[config.mk]
export PLATFORM = sky130hd
export DESIGN_NAME = debug_port_bit_sequencer_core_flat
export DESIGN_NICKNAME = d
export VERILOG_FILES = /design/src/hdl/dpbs_pkg.sv /design/src/hdl/dpbs_in_if.sv /design/src/hdl/dpbs_out_if.sv /design/src/hdl/dpbs_step.sv /design/src/hdl/debug_port_bit_sequencer_core.sv /design/src/flat_wrapper.sv
export SDC_FILE = /design/constraint.sdc
export NUM_CORES = 1
export LEC_CHECK = 0
export ABC_AREA = 1
export BUFFER_PORTS_ARGS = -buffer_cell sky130_fd_sc_hd__buf_2
export CAP_MARGIN = 40
export CELL_PAD_IN_SITES_DETAIL_PLACEMENT = 0
export CELL_PAD_IN_SITES_GLOBAL_PLACEMENT = 1
export CORE_MARGIN = 3
export CORE_UTILIZATION = 30
export DETAILED_ROUTE_END_ITERATION = 10
export PLACE_DENSITY_LB_ADDON = 0.1
export SLEW_MARGIN = 20
export SYNTH_ARGS = -nofsm -noshare
export SYNTH_HDL_FRONTEND = slang
export SYNTH_HIERARCHICAL = 1
export SYNTH_SLANG_ARGS = --single-unit
[constraint.sdc]
create_clock -name i_clk -period 3.2 [get_ports i_clk]
set_clock_uncertainty 0.05 [all_clocks]
set_input_delay 0.16 -clock i_clk [delete_from_list [all_inputs] [get_ports i_clk]]
set_output_delay 0.16 -clock i_clk [all_outputs]
set_load 0.02 [all_outputs]
[src/hdl/dpbs_pkg.sv]
// ----------------------------------------------------------------------------
// dpbs_pkg
// shared types, codes and step tables for the debug port bit sequencer
// ----------------------------------------------------------------------------
package dpbs_pkg;

    localparam int TIMER_BITS = 20;
    localparam int TIMER_LW   = (TIMER_BITS > 20) ? TIMER_BITS : 20;

    localparam int HALF_W   = 16;
    localparam int RWAIT_W  = 20;
    localparam int CFG_W    = 20;
    localparam int CFG_IDX_W = 1;

    localparam logic [CFG_IDX_W-1:0] CFG_HALF  = 1'd0;
    localparam logic [CFG_IDX_W-1:0] CFG_RWAIT = 1'd1;

    localparam logic [HALF_W-1:0]  HALF_RESET  = 16'd50;
    localparam logic [RWAIT_W-1:0] RWAIT_RESET = 20'd1000;

    localparam logic [2:0] CMD_IDLE  = 3'd0;
    localparam logic [2:0] CMD_SEND  = 3'd1;
    localparam logic [2:0] CMD_RECV  = 3'd2;
    localparam logic [2:0] CMD_DEBUG = 3'd3;
    localparam logic [2:0] CMD_RESET = 3'd4;

    // pin latch bits: [2] reset_n, [1] data, [0] clock
    localparam logic [2:0] PINS_ALL_HIGH = 3'b111;

    localparam logic [3:0] STEP_WAIT = 4'd8;

    localparam logic [3:0] DEBUG_STEPS [8] = '{4'd7, 4'd2, STEP_WAIT, 4'd3,
                                               4'd2, 4'd3, 4'd6, STEP_WAIT};
    localparam logic [3:0] RESET_STEPS [8] = '{4'd7, 4'd3, STEP_WAIT, 4'd3,
                                               4'd3, 4'd3, 4'd7, STEP_WAIT};

    typedef logic [TIMER_BITS-1:0] t_timer;

    typedef struct packed {
        logic [2:0] cmd;
        logic [4:0] idx;
        logic [7:0] shift;
        logic       rel;
        logic [2:0] pin;
    } t_step_req;

    typedef struct packed {
        logic [2:0] pin;
        t_timer     count;
    } t_step_res;

    // zero counts as one tick, saturate to the timer width
    function automatic t_timer load_count(input logic [RWAIT_W-1:0] v);
        logic [TIMER_LW-1:0] x;
        logic [TIMER_LW-1:0] cap;
        cap = TIMER_LW'({TIMER_BITS{1'b1}});
        x   = TIMER_LW'(v);
        if (x == '0) begin
            x = TIMER_LW'(1);
        end
        if (x > cap) begin
            x = cap;
        end
        return x[TIMER_BITS-1:0];
    endfunction

endpackage

[src/hdl/dpbs_in_if.sv]
// ----------------------------------------------------------------------------
// dpbs_in_if
// command / tick channel into the sequencer
// ----------------------------------------------------------------------------
interface dpbs_in_if;
    logic       valid;
    logic       ready;
    logic [2:0] func;
    logic [7:0] tx_byte;
    logic       release_first;
    logic       data_sample;

    modport source (output valid, func, tx_byte, release_first, data_sample,
                    input ready);
    modport sink   (input valid, func, tx_byte, release_first, data_sample,
                    output ready);
endinterface

[src/hdl/dpbs_out_if.sv]
// ----------------------------------------------------------------------------
// dpbs_out_if
// result channel out of the sequencer
// ----------------------------------------------------------------------------
interface dpbs_out_if;
    logic       valid;
    logic       ready;
    logic       clock_level;
    logic       data_level;
    logic       reset_level;
    logic       busy_res;
    logic       accepted;
    logic       done_res;
    logic       rx_valid;
    logic [7:0] rx_byte;

    modport source (output valid, clock_level, data_level, reset_level, busy_res,
                    accepted, done_res, rx_valid, rx_byte,
                    input ready);
    modport sink   (input valid, clock_level, data_level, reset_level, busy_res,
                    accepted, done_res, rx_valid, rx_byte,
                    output ready);
endinterface

[src/hdl/dpbs_step.sv]
// ----------------------------------------------------------------------------
// dpbs_step
// pin levels and hold count for the step a command enters
// ----------------------------------------------------------------------------
module dpbs_step
    import dpbs_pkg::*;
(
    input  t_step_req           i_req,
    input  logic [HALF_W-1:0]   i_half,
    input  logic [RWAIT_W-1:0]  i_rwait,
    output t_step_res           o_step
);

    logic       w_bit;
    logic       w_dat;
    logic [3:0] w_entry;
    t_timer     w_half_cnt;

    assign w_half_cnt = load_count(RWAIT_W'(i_half));
    assign w_bit      = i_req.shift[3'd7 - i_req.idx[3:1]];
    assign w_entry    = (i_req.cmd == CMD_DEBUG) ? DEBUG_STEPS[i_req.idx[2:0]]
                                                 : RESET_STEPS[i_req.idx[2:0]];

    always_comb begin
        w_dat        = i_req.pin[1];
        o_step.pin   = i_req.pin;
        o_step.count = w_half_cnt;
        case (i_req.cmd)
            CMD_SEND: begin
                o_step.pin = {1'b1, w_bit, ~i_req.idx[0]};
            end
            CMD_RECV: begin
                if (i_req.idx == 5'd0 && i_req.rel) begin
                    w_dat = 1'b1;
                end
                o_step.pin = {1'b1, w_dat, ~i_req.idx[0]};
            end
            default: begin
                if (w_entry == STEP_WAIT) begin
                    o_step.count = load_count(i_rwait);
                end else begin
                    o_step.pin = w_entry[2:0];
                end
            end
        endcase
    end

endmodule

[src/hdl/debug_port_bit_sequencer_core.sv]
// ----------------------------------------------------------------------------
// debug_port_bit_sequencer_core
// two-wire debug port master: steps clock, data and reset_n pin latches
// result: registered, valid in the cycle after its beat is accepted
// throughput: one beat per cycle while results are taken; a new beat is taken as the
// pending result is taken, and the input stalls only while the result register is full and not taken
// reset: synchronous active low, pins high, idle, state and config registers to defaults
// ----------------------------------------------------------------------------
module debug_port_bit_sequencer_core
    import dpbs_pkg::*;
(
    input  logic                 i_clk,
    input  logic                 i_rst_n,
    dpbs_in_if.sink              i_cmd,
    dpbs_out_if.source           o_res,
    input  logic                 i_cfg_we,
    input  logic [CFG_IDX_W-1:0] i_cfg_idx,
    input  logic [CFG_W-1:0]     i_cfg_data
);

    logic [HALF_W-1:0]  r_half;
    logic [RWAIT_W-1:0] r_rwait;

    logic [2:0] r_pin,   n_pin;
    logic [2:0] r_cmd,   n_cmd;
    logic [4:0] r_idx,   n_idx;
    t_timer     r_wait,  n_wait;
    logic [7:0] r_shift, n_shift;
    logic       r_rel,   n_rel;

    logic       r_ovalid;
    logic       r_acc,  n_acc;
    logic       r_done, n_done;
    logic       r_rxv,  n_rxv;
    logic [7:0] r_rxb,  n_rxb;

    logic       w_take;
    logic [4:0] w_idx_inc;
    logic [7:0] w_shift_tk;
    logic [4:0] w_len;
    t_step_req  w_req;
    t_step_res  w_step;

    assign i_cmd.ready = !r_ovalid || o_res.ready;
    assign w_take      = i_cmd.valid && i_cmd.ready;

    assign w_idx_inc  = 5'(r_idx + 5'd1);
    assign w_len      = (r_cmd == CMD_SEND || r_cmd == CMD_RECV) ? 5'd16 : 5'd8;
    assign w_shift_tk = (r_cmd == CMD_RECV && !r_idx[0])
                      ? {r_shift[6:0], i_cmd.data_sample} : r_shift;

    always_comb begin
        if (i_cmd.func == CMD_IDLE) begin
            w_req = '{cmd: r_cmd, idx: w_idx_inc, shift: w_shift_tk,
                      rel: r_rel, pin: r_pin};
        end else begin
            w_req = '{cmd: i_cmd.func, idx: 5'd0,
                      shift: (i_cmd.func == CMD_SEND) ? i_cmd.tx_byte : 8'd0,
                      rel: (i_cmd.func == CMD_RECV) ? i_cmd.release_first : 1'b0,
                      pin: r_pin};
        end
    end

    dpbs_step u_step (
        .i_req   (w_req),
        .i_half  (r_half),
        .i_rwait (r_rwait),
        .o_step  (w_step)
    );

    always_comb begin
        n_pin   = r_pin;
        n_cmd   = r_cmd;
        n_idx   = r_idx;
        n_wait  = r_wait;
        n_shift = r_shift;
        n_rel   = r_rel;
        n_acc   = 1'b0;
        n_done  = 1'b0;
        n_rxv   = 1'b0;
        n_rxb   = 8'd0;
        if (i_cmd.func == CMD_IDLE) begin
            if (r_cmd != CMD_IDLE) begin
                if (r_wait > t_timer'(1)) begin
                    n_wait = r_wait - t_timer'(1);
                end else begin
                    n_shift = w_shift_tk;
                    if (w_idx_inc >= w_len) begin
                        n_done = 1'b1;
                        if (r_cmd == CMD_RECV) begin
                            n_rxv = 1'b1;
                            n_rxb = w_shift_tk;
                        end
                        n_cmd  = CMD_IDLE;
                        n_idx  = 5'd0;
                        n_wait = '0;
                    end else begin
                        n_idx  = w_idx_inc;
                        n_pin  = w_step.pin;
                        n_wait = w_step.count;
                    end
                end
            end
        end else if (i_cmd.func <= CMD_RESET && r_cmd == CMD_IDLE) begin
            n_acc   = 1'b1;
            n_cmd   = i_cmd.func;
            n_idx   = 5'd0;
            n_rel   = w_req.rel;
            n_shift = w_req.shift;
            n_pin   = w_step.pin;
            n_wait  = w_step.count;
        end
    end

    always_ff @(posedge i_clk) begin
        if (!i_rst_n) begin
            r_half  <= HALF_RESET;
            r_rwait <= RWAIT_RESET;
        end else if (i_cfg_we) begin
            case (i_cfg_idx)
                CFG_HALF:  r_half  <= i_cfg_data[HALF_W-1:0];
                CFG_RWAIT: r_rwait <= i_cfg_data[RWAIT_W-1:0];
                default:   ;
            endcase
        end
    end

    always_ff @(posedge i_clk) begin
        if (!i_rst_n) begin
            r_pin    <= PINS_ALL_HIGH;
            r_cmd    <= CMD_IDLE;
            r_idx    <= 5'd0;
            r_wait   <= '0;
            r_shift  <= 8'd0;
            r_rel    <= 1'b0;
            r_ovalid <= 1'b0;
        end else if (w_take) begin
            r_pin    <= n_pin;
            r_cmd    <= n_cmd;
            r_idx    <= n_idx;
            r_wait   <= n_wait;
            r_shift  <= n_shift;
            r_rel    <= n_rel;
            r_ovalid <= 1'b1;
        end else if (o_res.ready) begin
            r_ovalid <= 1'b0;
        end
    end

    always_ff @(posedge i_clk) begin
        if (w_take) begin
            r_acc  <= n_acc;
            r_done <= n_done;
            r_rxv  <= n_rxv;
            r_rxb  <= n_rxb;
        end
    end

    assign o_res.valid       = r_ovalid;
    assign o_res.clock_level = r_pin[0];
    assign o_res.data_level  = r_pin[1];
    assign o_res.reset_level = r_pin[2];
    assign o_res.busy_res    = (r_cmd != CMD_IDLE);
    assign o_res.accepted    = r_acc;
    assign o_res.done_res    = r_done;
    assign o_res.rx_valid    = r_rxv;
    assign o_res.rx_byte     = r_rxb;

endmodule

[src/flat_wrapper.sv]
// flat-port wrapper written by rule: the top's interface ports become plain ports
module debug_port_bit_sequencer_core_flat import dpbs_pkg::*;
  (i_clk, i_rst_n, i_cfg_we, i_cfg_idx, i_cfg_data, i_cmd_valid, i_cmd_func, i_cmd_tx_byte, i_cmd_release_first, i_cmd_data_sample, i_cmd_ready, o_res_valid, o_res_clock_level, o_res_data_level, o_res_reset_level, o_res_busy_res, o_res_accepted, o_res_done_res, o_res_rx_valid, o_res_rx_byte, o_res_ready);
  dpbs_in_if i_cmd_i ();
  dpbs_out_if o_res_i ();
  input  logic i_clk;
  input  logic i_rst_n;
  input  logic i_cfg_we;
  input  logic [CFG_IDX_W-1:0] i_cfg_idx;
  input  logic [CFG_W-1:0] i_cfg_data;
  input wire logic [$bits(i_cmd_i.valid)-1:0] i_cmd_valid;
  input wire logic [$bits(i_cmd_i.func)-1:0] i_cmd_func;
  input wire logic [$bits(i_cmd_i.tx_byte)-1:0] i_cmd_tx_byte;
  input wire logic [$bits(i_cmd_i.release_first)-1:0] i_cmd_release_first;
  input wire logic [$bits(i_cmd_i.data_sample)-1:0] i_cmd_data_sample;
  output wire logic [$bits(i_cmd_i.ready)-1:0] i_cmd_ready;
  output wire logic [$bits(o_res_i.valid)-1:0] o_res_valid;
  output wire logic [$bits(o_res_i.clock_level)-1:0] o_res_clock_level;
  output wire logic [$bits(o_res_i.data_level)-1:0] o_res_data_level;
  output wire logic [$bits(o_res_i.reset_level)-1:0] o_res_reset_level;
  output wire logic [$bits(o_res_i.busy_res)-1:0] o_res_busy_res;
  output wire logic [$bits(o_res_i.accepted)-1:0] o_res_accepted;
  output wire logic [$bits(o_res_i.done_res)-1:0] o_res_done_res;
  output wire logic [$bits(o_res_i.rx_valid)-1:0] o_res_rx_valid;
  output wire logic [$bits(o_res_i.rx_byte)-1:0] o_res_rx_byte;
  input wire logic [$bits(o_res_i.ready)-1:0] o_res_ready;
  assign i_cmd_i.valid = i_cmd_valid;
  assign i_cmd_i.func = i_cmd_func;
  assign i_cmd_i.tx_byte = i_cmd_tx_byte;
  assign i_cmd_i.release_first = i_cmd_release_first;
  assign i_cmd_i.data_sample = i_cmd_data_sample;
  assign i_cmd_ready = i_cmd_i.ready;
  assign o_res_valid = o_res_i.valid;
  assign o_res_clock_level = o_res_i.clock_level;
  assign o_res_data_level = o_res_i.data_level;
  assign o_res_reset_level = o_res_i.reset_level;
  assign o_res_busy_res = o_res_i.busy_res;
  assign o_res_accepted = o_res_i.accepted;
  assign o_res_done_res = o_res_i.done_res;
  assign o_res_rx_valid = o_res_i.rx_valid;
  assign o_res_rx_byte = o_res_i.rx_byte;
  assign o_res_i.ready = o_res_ready;
  debug_port_bit_sequencer_core u_core (.i_clk(i_clk), .i_rst_n(i_rst_n), .i_cmd(i_cmd_i), .o_res(o_res_i), .i_cfg_we(i_cfg_we), .i_cfg_idx(i_cfg_idx), .i_cfg_data(i_cfg_data));
endmodule
---- Word level (Yosys, flattened, before mapping) ----
Memories as Yosys holds them, arrays and structs flattened.
Index checks and enable logic that the tools add are counted.
storage, ports and cells
  register bits after elaboration ......... 88
  memory bits (read-only) ................. 64
  input bits .............................. 39
  output and inout port bits .............. 17
  word-level logic and storage cells ...... 123
  memories kept ........................... 2
memories
  memory            depth  bits a word  read ports  clocked after Yosys merged registers in  write ports  line             source
  (name not given)  8      4            1           0                                        0            dpbs_step.sv:22  : RESET_STEPS[i_req.idx[2:0]];
  (name not given)  8      4            1           0                                        0            dpbs_step.sv:21  assign w_entry = (i_req.cmd == CMD_DEBUG) ? DEBUG_STEPS[i_req.idx[2:0]]
operators by class
  add/subtract/negate cells ............... 3
  order comparisons ....................... 7
  equal/unequal tests ..................... 12
  mux-type cells .......................... 52
  bitwise operators ....................... 7
  reduce and logical (&&, ||, !) cells .... 27
operator list
  cell                     count
  $mux W20                 13
  $mux W8                  6
  $gt A20 B20 Y1 const B   2
  $mux W3                  11
  $mux W5                  6
  $gt A20 B1 Y1 const B    1
  $logic_not A20 Y1        1
  $mux W4                  5
  $sub A20 B1 Y20 const B  1
  $logic_not A16 Y1        1
  $mux W16                 1
  $eq A3 B2 Y1 const B     4
  $reduce_and A5 Y1        2
  $eq A3 B1 Y1 const B     3
  $mux W1                  8
  $ne A2 B2 Y1 const B     4
  $logic_not A3 Y1         2
  $not A1 Y1               6
  $pmux W3 S2              1
  $reduce_and A3 Y1        2
  $add A5 B1 Y5 const B    1
  $ge A5 B5 Y1             1
  $logic_not A5 Y1         1
  $reduce_or A5 Y1         1
  other kinds (17)         24

---- Longest topological paths before layout ----
  word-level depth ........................ 20
  gate-level depth with buffers ........... 19
  gate-level depth less buffers ........... 17

---- Hierarchy ----
The synthesis kept the hierarchy.
modules (own cells, without submodules)
  module                         instances  cells an instance  area each (um^2)  seq. area each (um^2)
  debug_port_bit_sequencer_core  1          636                4579.4            1871.8
  dpbs_step                      1          161                850.8             0.0

---- Worst setup path after synthesis ----
OpenSTA, ideal clock, no wires.
  path type ............................... register to register
  start ................................... register u_core.r_idx[0]
  end ..................................... register u_core.r_wait[18]
  library setup time ...................... 70 ps
  data arrival time ....................... 2358 ps
  data required time ...................... 3080 ps
  path slack .............................. 722 ps
  cell stages (with the launch flop) ...... 15
  path buffers ............................ 1
  period minus slack after synthesis ...... 2478 ps
  path through ............................ dfxtp_1 -> ha_1 -> inv_1 -> nor2_1 -> inv_1 -> ha_1 -> o21ai_2 -> a21oi_2 -> nand3_4 -> buf_6 -> nor2_1 -> nand3_1 -> nand3_1 -> nand2_1 -> a21oi_1
RTL lines
  item                    line                                  source
  from (decl)             debug_port_bit_sequencer_core.sv:26   logic [4:0] r_idx, n_idx;
  from (signal assigned)  debug_port_bit_sequencer_core.sv:140  r_idx <= n_idx;
  to (signal assigned)    debug_port_bit_sequencer_core.sv:141  r_wait <= n_wait;
  to (decl)               debug_port_bit_sequencer_core.sv:27   t_timer r_wait, n_wait;

==> flow_metrics.env <==
export IMPL_synth_distinct_cells=39
export IMPL_gp_congestion=0.820
export IMPL_synth_commonest_cells="156 x nand2_1, 147 x nor2_1, 81 x inv_1, 77 x dfxtp_1, 53 x o21ai_0"
export IMPL_place_ws_ns=0.555
export IMPL_cts_hold_buf=15
export IMPL_fmax_mhz=390
export IMPL_grt_antenna_before_repair=0
export IMPL_cts_sinks=88
export IMPL_syn_nets=848
export IMPL_synth_edf_count=11
export IMPL_slew_violations=0
export IMPL_grt_usage_pct=16.5
export IMPL_grt_overflow=0
export IMPL_synth_top_cells_by_area="dfxtp_1 28%, nand2_1 11%, nor2_1 10%"
export IMPL_setup_viol=0
export IMPL_cp_required_ns=3.43
export IMPL_vias=5161
export IMPL_drc=0
export IMPL_nFillCells=1929
export IMPL_fp_dieH_um=141
export IMPL_worst_setup_path_type="reg -> reg"
export IMPL_core_area_mm2=0.0175
export IMPL_path_clk_slew_ns=0.07
export IMPL_cp_arrival_ns=2.79
export IMPL_wl_per_cell_um=14.7
export IMPL_die_area_mm2=0.0198
export IMPL_vias_per_cell=4.74
export IMPL_cts_buffers=9
export IMPL_cp_end_kind="register"
export IMPL_slew_headroom_pct=52.9
export IMPL_post_cts_resized=0
export IMPL_worst_pin_slew_ns=0.705
export IMPL_timing_final_crit_period_ns=2.56
export IMPL_ant_nets=0
export IMPL_area_growth_syn_to_layout_pct=15.9
export IMPL_yosysSeqAreaShare_pct=34.5
export IMPL_drive_above_1_share_pct=18.8
export IMPL_max_cap_viol_count=0
export IMPL_antenna_cells=0
export IMPL_cp_start_kind="register"
export IMPL_worstPathCellList="ha_1 -> inv_1 -> nor2_1 -> inv_1 -> ha_1 -> o21ai_2 -> a21oi_2 -> nand3_4 -> nor2_1 -> nand3_1 -> nand3_1 -> nand2_1 -> a21oi_1"
export IMPL_cts_tree="built"
export IMPL_start_util_pct=31.0
export IMPL_syn_inst=797
export IMPL_dp_hpwl_um=12100
export IMPL_rsz0062_at_grt="false"
export IMPL_ir_drop_mv=0.263
export IMPL_status="completed"
export IMPL_synth_top_area_share_pct=28.4
export IMPL_drt_total_wl_um=16000
export IMPL_fin_ws_ns=0.636
export IMPL_dr_pass1_iters=5
export IMPL_htreeDepth=3
export IMPL_slowest_delay_ns=0.36
export IMPL_rows=48
export IMPL_synth_most_common_cell="nand2_1"
export IMPL_power_total_w=0.00312
export IMPL_cts_setup_buffers=0
export IMPL_power_density_mw_per_mm2=496
export IMPL_nets=909
export IMPL_ys_flop_type="dfxtp_1"
export IMPL_grt_pass1_wl_um=26200
export IMPL_critPathMaxFanout=8
export IMPL_ys_seq_elements=88
export IMPL_drtIter0Drc=381
export IMPL_yosys_warnings=6
export IMPL_fp_dieW_um=141
export IMPL_hp_class="in -> reg"
export IMPL_cts_path_max_buffers=2
export IMPL_ios=56
export IMPL_clk_latency_ns=0.35
export IMPL_cts_root_buf="clkbuf_16"
export IMPL_grt_pass1_vias=4935
export IMPL_port_buffers=55
export IMPL_synth_area_per_cell_um2=6.81
export IMPL_syn_area_mm2=0.00543
export IMPL_grt_max_degree=58
export IMPL_synth_area_leader_cell="dfxtp_1"
export IMPL_finalCritPeriodShare_pct=80.1
export IMPL_slowest_stage="dfxtp_1"
export IMPL_async_flop_share_pct=0
export IMPL_p_leak_nw=2.79
export IMPL_tns_ns=0
export IMPL_hold_viol_final=0
==> stage by stage <==
step           cell area [um2]  cells  utilization, %  hold WS [ns]
2_1_floorplan             5430    797               -         0.223
3_3_place_gp              5850   1056            33.4         0.328
3_5_place_dp              5870   1057            33.5         0.329
4_1_cts                   6300   1088            35.9       0.00441
5_1_grt                   6300   1088            35.9        0.0292
6_report                  6300   1088            35.9        0.0179
==> where the power goes <==
group          switching (W)  leakage (nW)  internal (W)  total [W]
sequential         0.0000652         0.743       0.00120    0.00126
combinational       0.000558          1.91      0.000283   0.000841
clock               0.000485         0.137      0.000535    0.00102
total                0.00111          2.79       0.00202    0.00312
==> cell families (layout without fill, tap and decap cells) <==
family | Yosys count | count (layout) | share of synthesized area, %
adders and majority gates | 12 | 12 | 2.76
and+or+nand+nor | 437 | 437 | 37.5
DFF | 88 | 88 | 34.5
xor gates and xnor gates | 13 | 13 | 2.10
AOI/OAI and AO/OA | 128 | 128 | 13.2
buffers and inverters | 119 | 185 | 10.0
==> layer usage <==
metal  up-vias  wire length (um)  global-route usage, %  share of wire, %
met2        85              6400                   22.8                40
met5         -                 0                      0                 0
met1      2376              8710                   25.5                54
li1       2678                 -                      -                 -
met4         0               282                   5.15               1.8
met3        22               608                   3.04               3.8
==> sequential cells by signal, indices dropped and copies added (netlist names) <==
name,count
u_core/r_idx,5
u_core/o_res.valid,1
u_core/o_res.accepted,1
u_core/o_res.done_res,1
u_core/o_res.rx_valid,1
u_core/o_res.rx_byte,8
u_core/r_half,16
u_core/r_wait,20
u_core/r_cmd,3
u_core/r_pin,3
u_core/r_rwait,20
u_core/r_shift,8
u_core/r_rel,1
==> cell usage in the layout, fill, tap and decap left out, types with 2 or more instances in the layout <==
master | synthesis | routed
buf_4 | 3 | 9
xor2_1 | 9 | 9
clkinv_2 | 1 | 3
edfxtp_1 | 11 | 11
nand2_4 | 4 | 4
dfxtp_1 | 77 | 77
a31oi_1 | 2 | 2
clkbuf_16 | 0 | 9
xnor2_1 | 4 | 4
ha_1 | 12 | 12
o21ai_1 | 15 | 15
nand3_1 | 44 | 44
nor2_1 | 147 | 147
nor2_2 | 12 | 12
a21oi_1 | 41 | 41
buf_2 | 2 | 55
nand2_2 | 26 | 26
dlygate4sd3_1 | 0 | 15
inv_6 | 0 | 4
nor2_4 | 4 | 4
o21ai_0 | 53 | 53
nor3_2 | 2 | 2
inv_2 | 5 | 5
inv_1 | 81 | 81
o211ai_1 | 2 | 2
nor3_1 | 7 | 7
nand3b_1 | 2 | 2
o21ai_2 | 11 | 11
nand4_1 | 21 | 21
nand3_4 | 4 | 4
nand2_1 | 156 | 156
nand3_2 | 6 | 6
==> path summary, 6_finish.rpt <==
check                                                  endpoint  cells past startpoint                          from  slack [ns]
worst max-delay path             u_core/r_wait[19]$_SDFFE_PN0P_                     13  u_core/r_idx[0]$_SDFFE_PN0P_        0.64
worst min-delay path            u_core/r_rwait[17]$_SDFFE_PN0P_                      3                i_cfg_data[17]        0.02
worst max register to register   u_core/r_wait[19]$_SDFFE_PN0P_                     13  u_core/r_idx[0]$_SDFFE_PN0P_        0.64
worst min register to register        u_core/r_rel$_SDFFE_PN0P_                      2     u_core/r_rel$_SDFFE_PN0P_        0.40
==> worst max-delay path: cells and delay by family (launching register included) <==
family                   cells  cell delay (ns)
AO/OA/AOI/OAI                3             0.39
adder cells (fa/ha/maj)      2             0.61
buffers and inverters        2             0.17
flip-flops                   1             0.36
AND/OR/NAND/NOR              6             0.90
==> layout make-up <==
cell class | count | area (um2) | area share (%)
multi-input combinational | 590 | 3010 | 47.9
sequential | 88 | 1870 | 29.7
inverter | 89 | 343 | 5.45
clock inverter | 7 | 52.6 | 0.835
clock buffer | 9 | 225 | 3.58
timing repair buffer | 80 | 508 | 8.07
tap | 225 | 282 | 4.47
(Power assumes the default switching activity.)
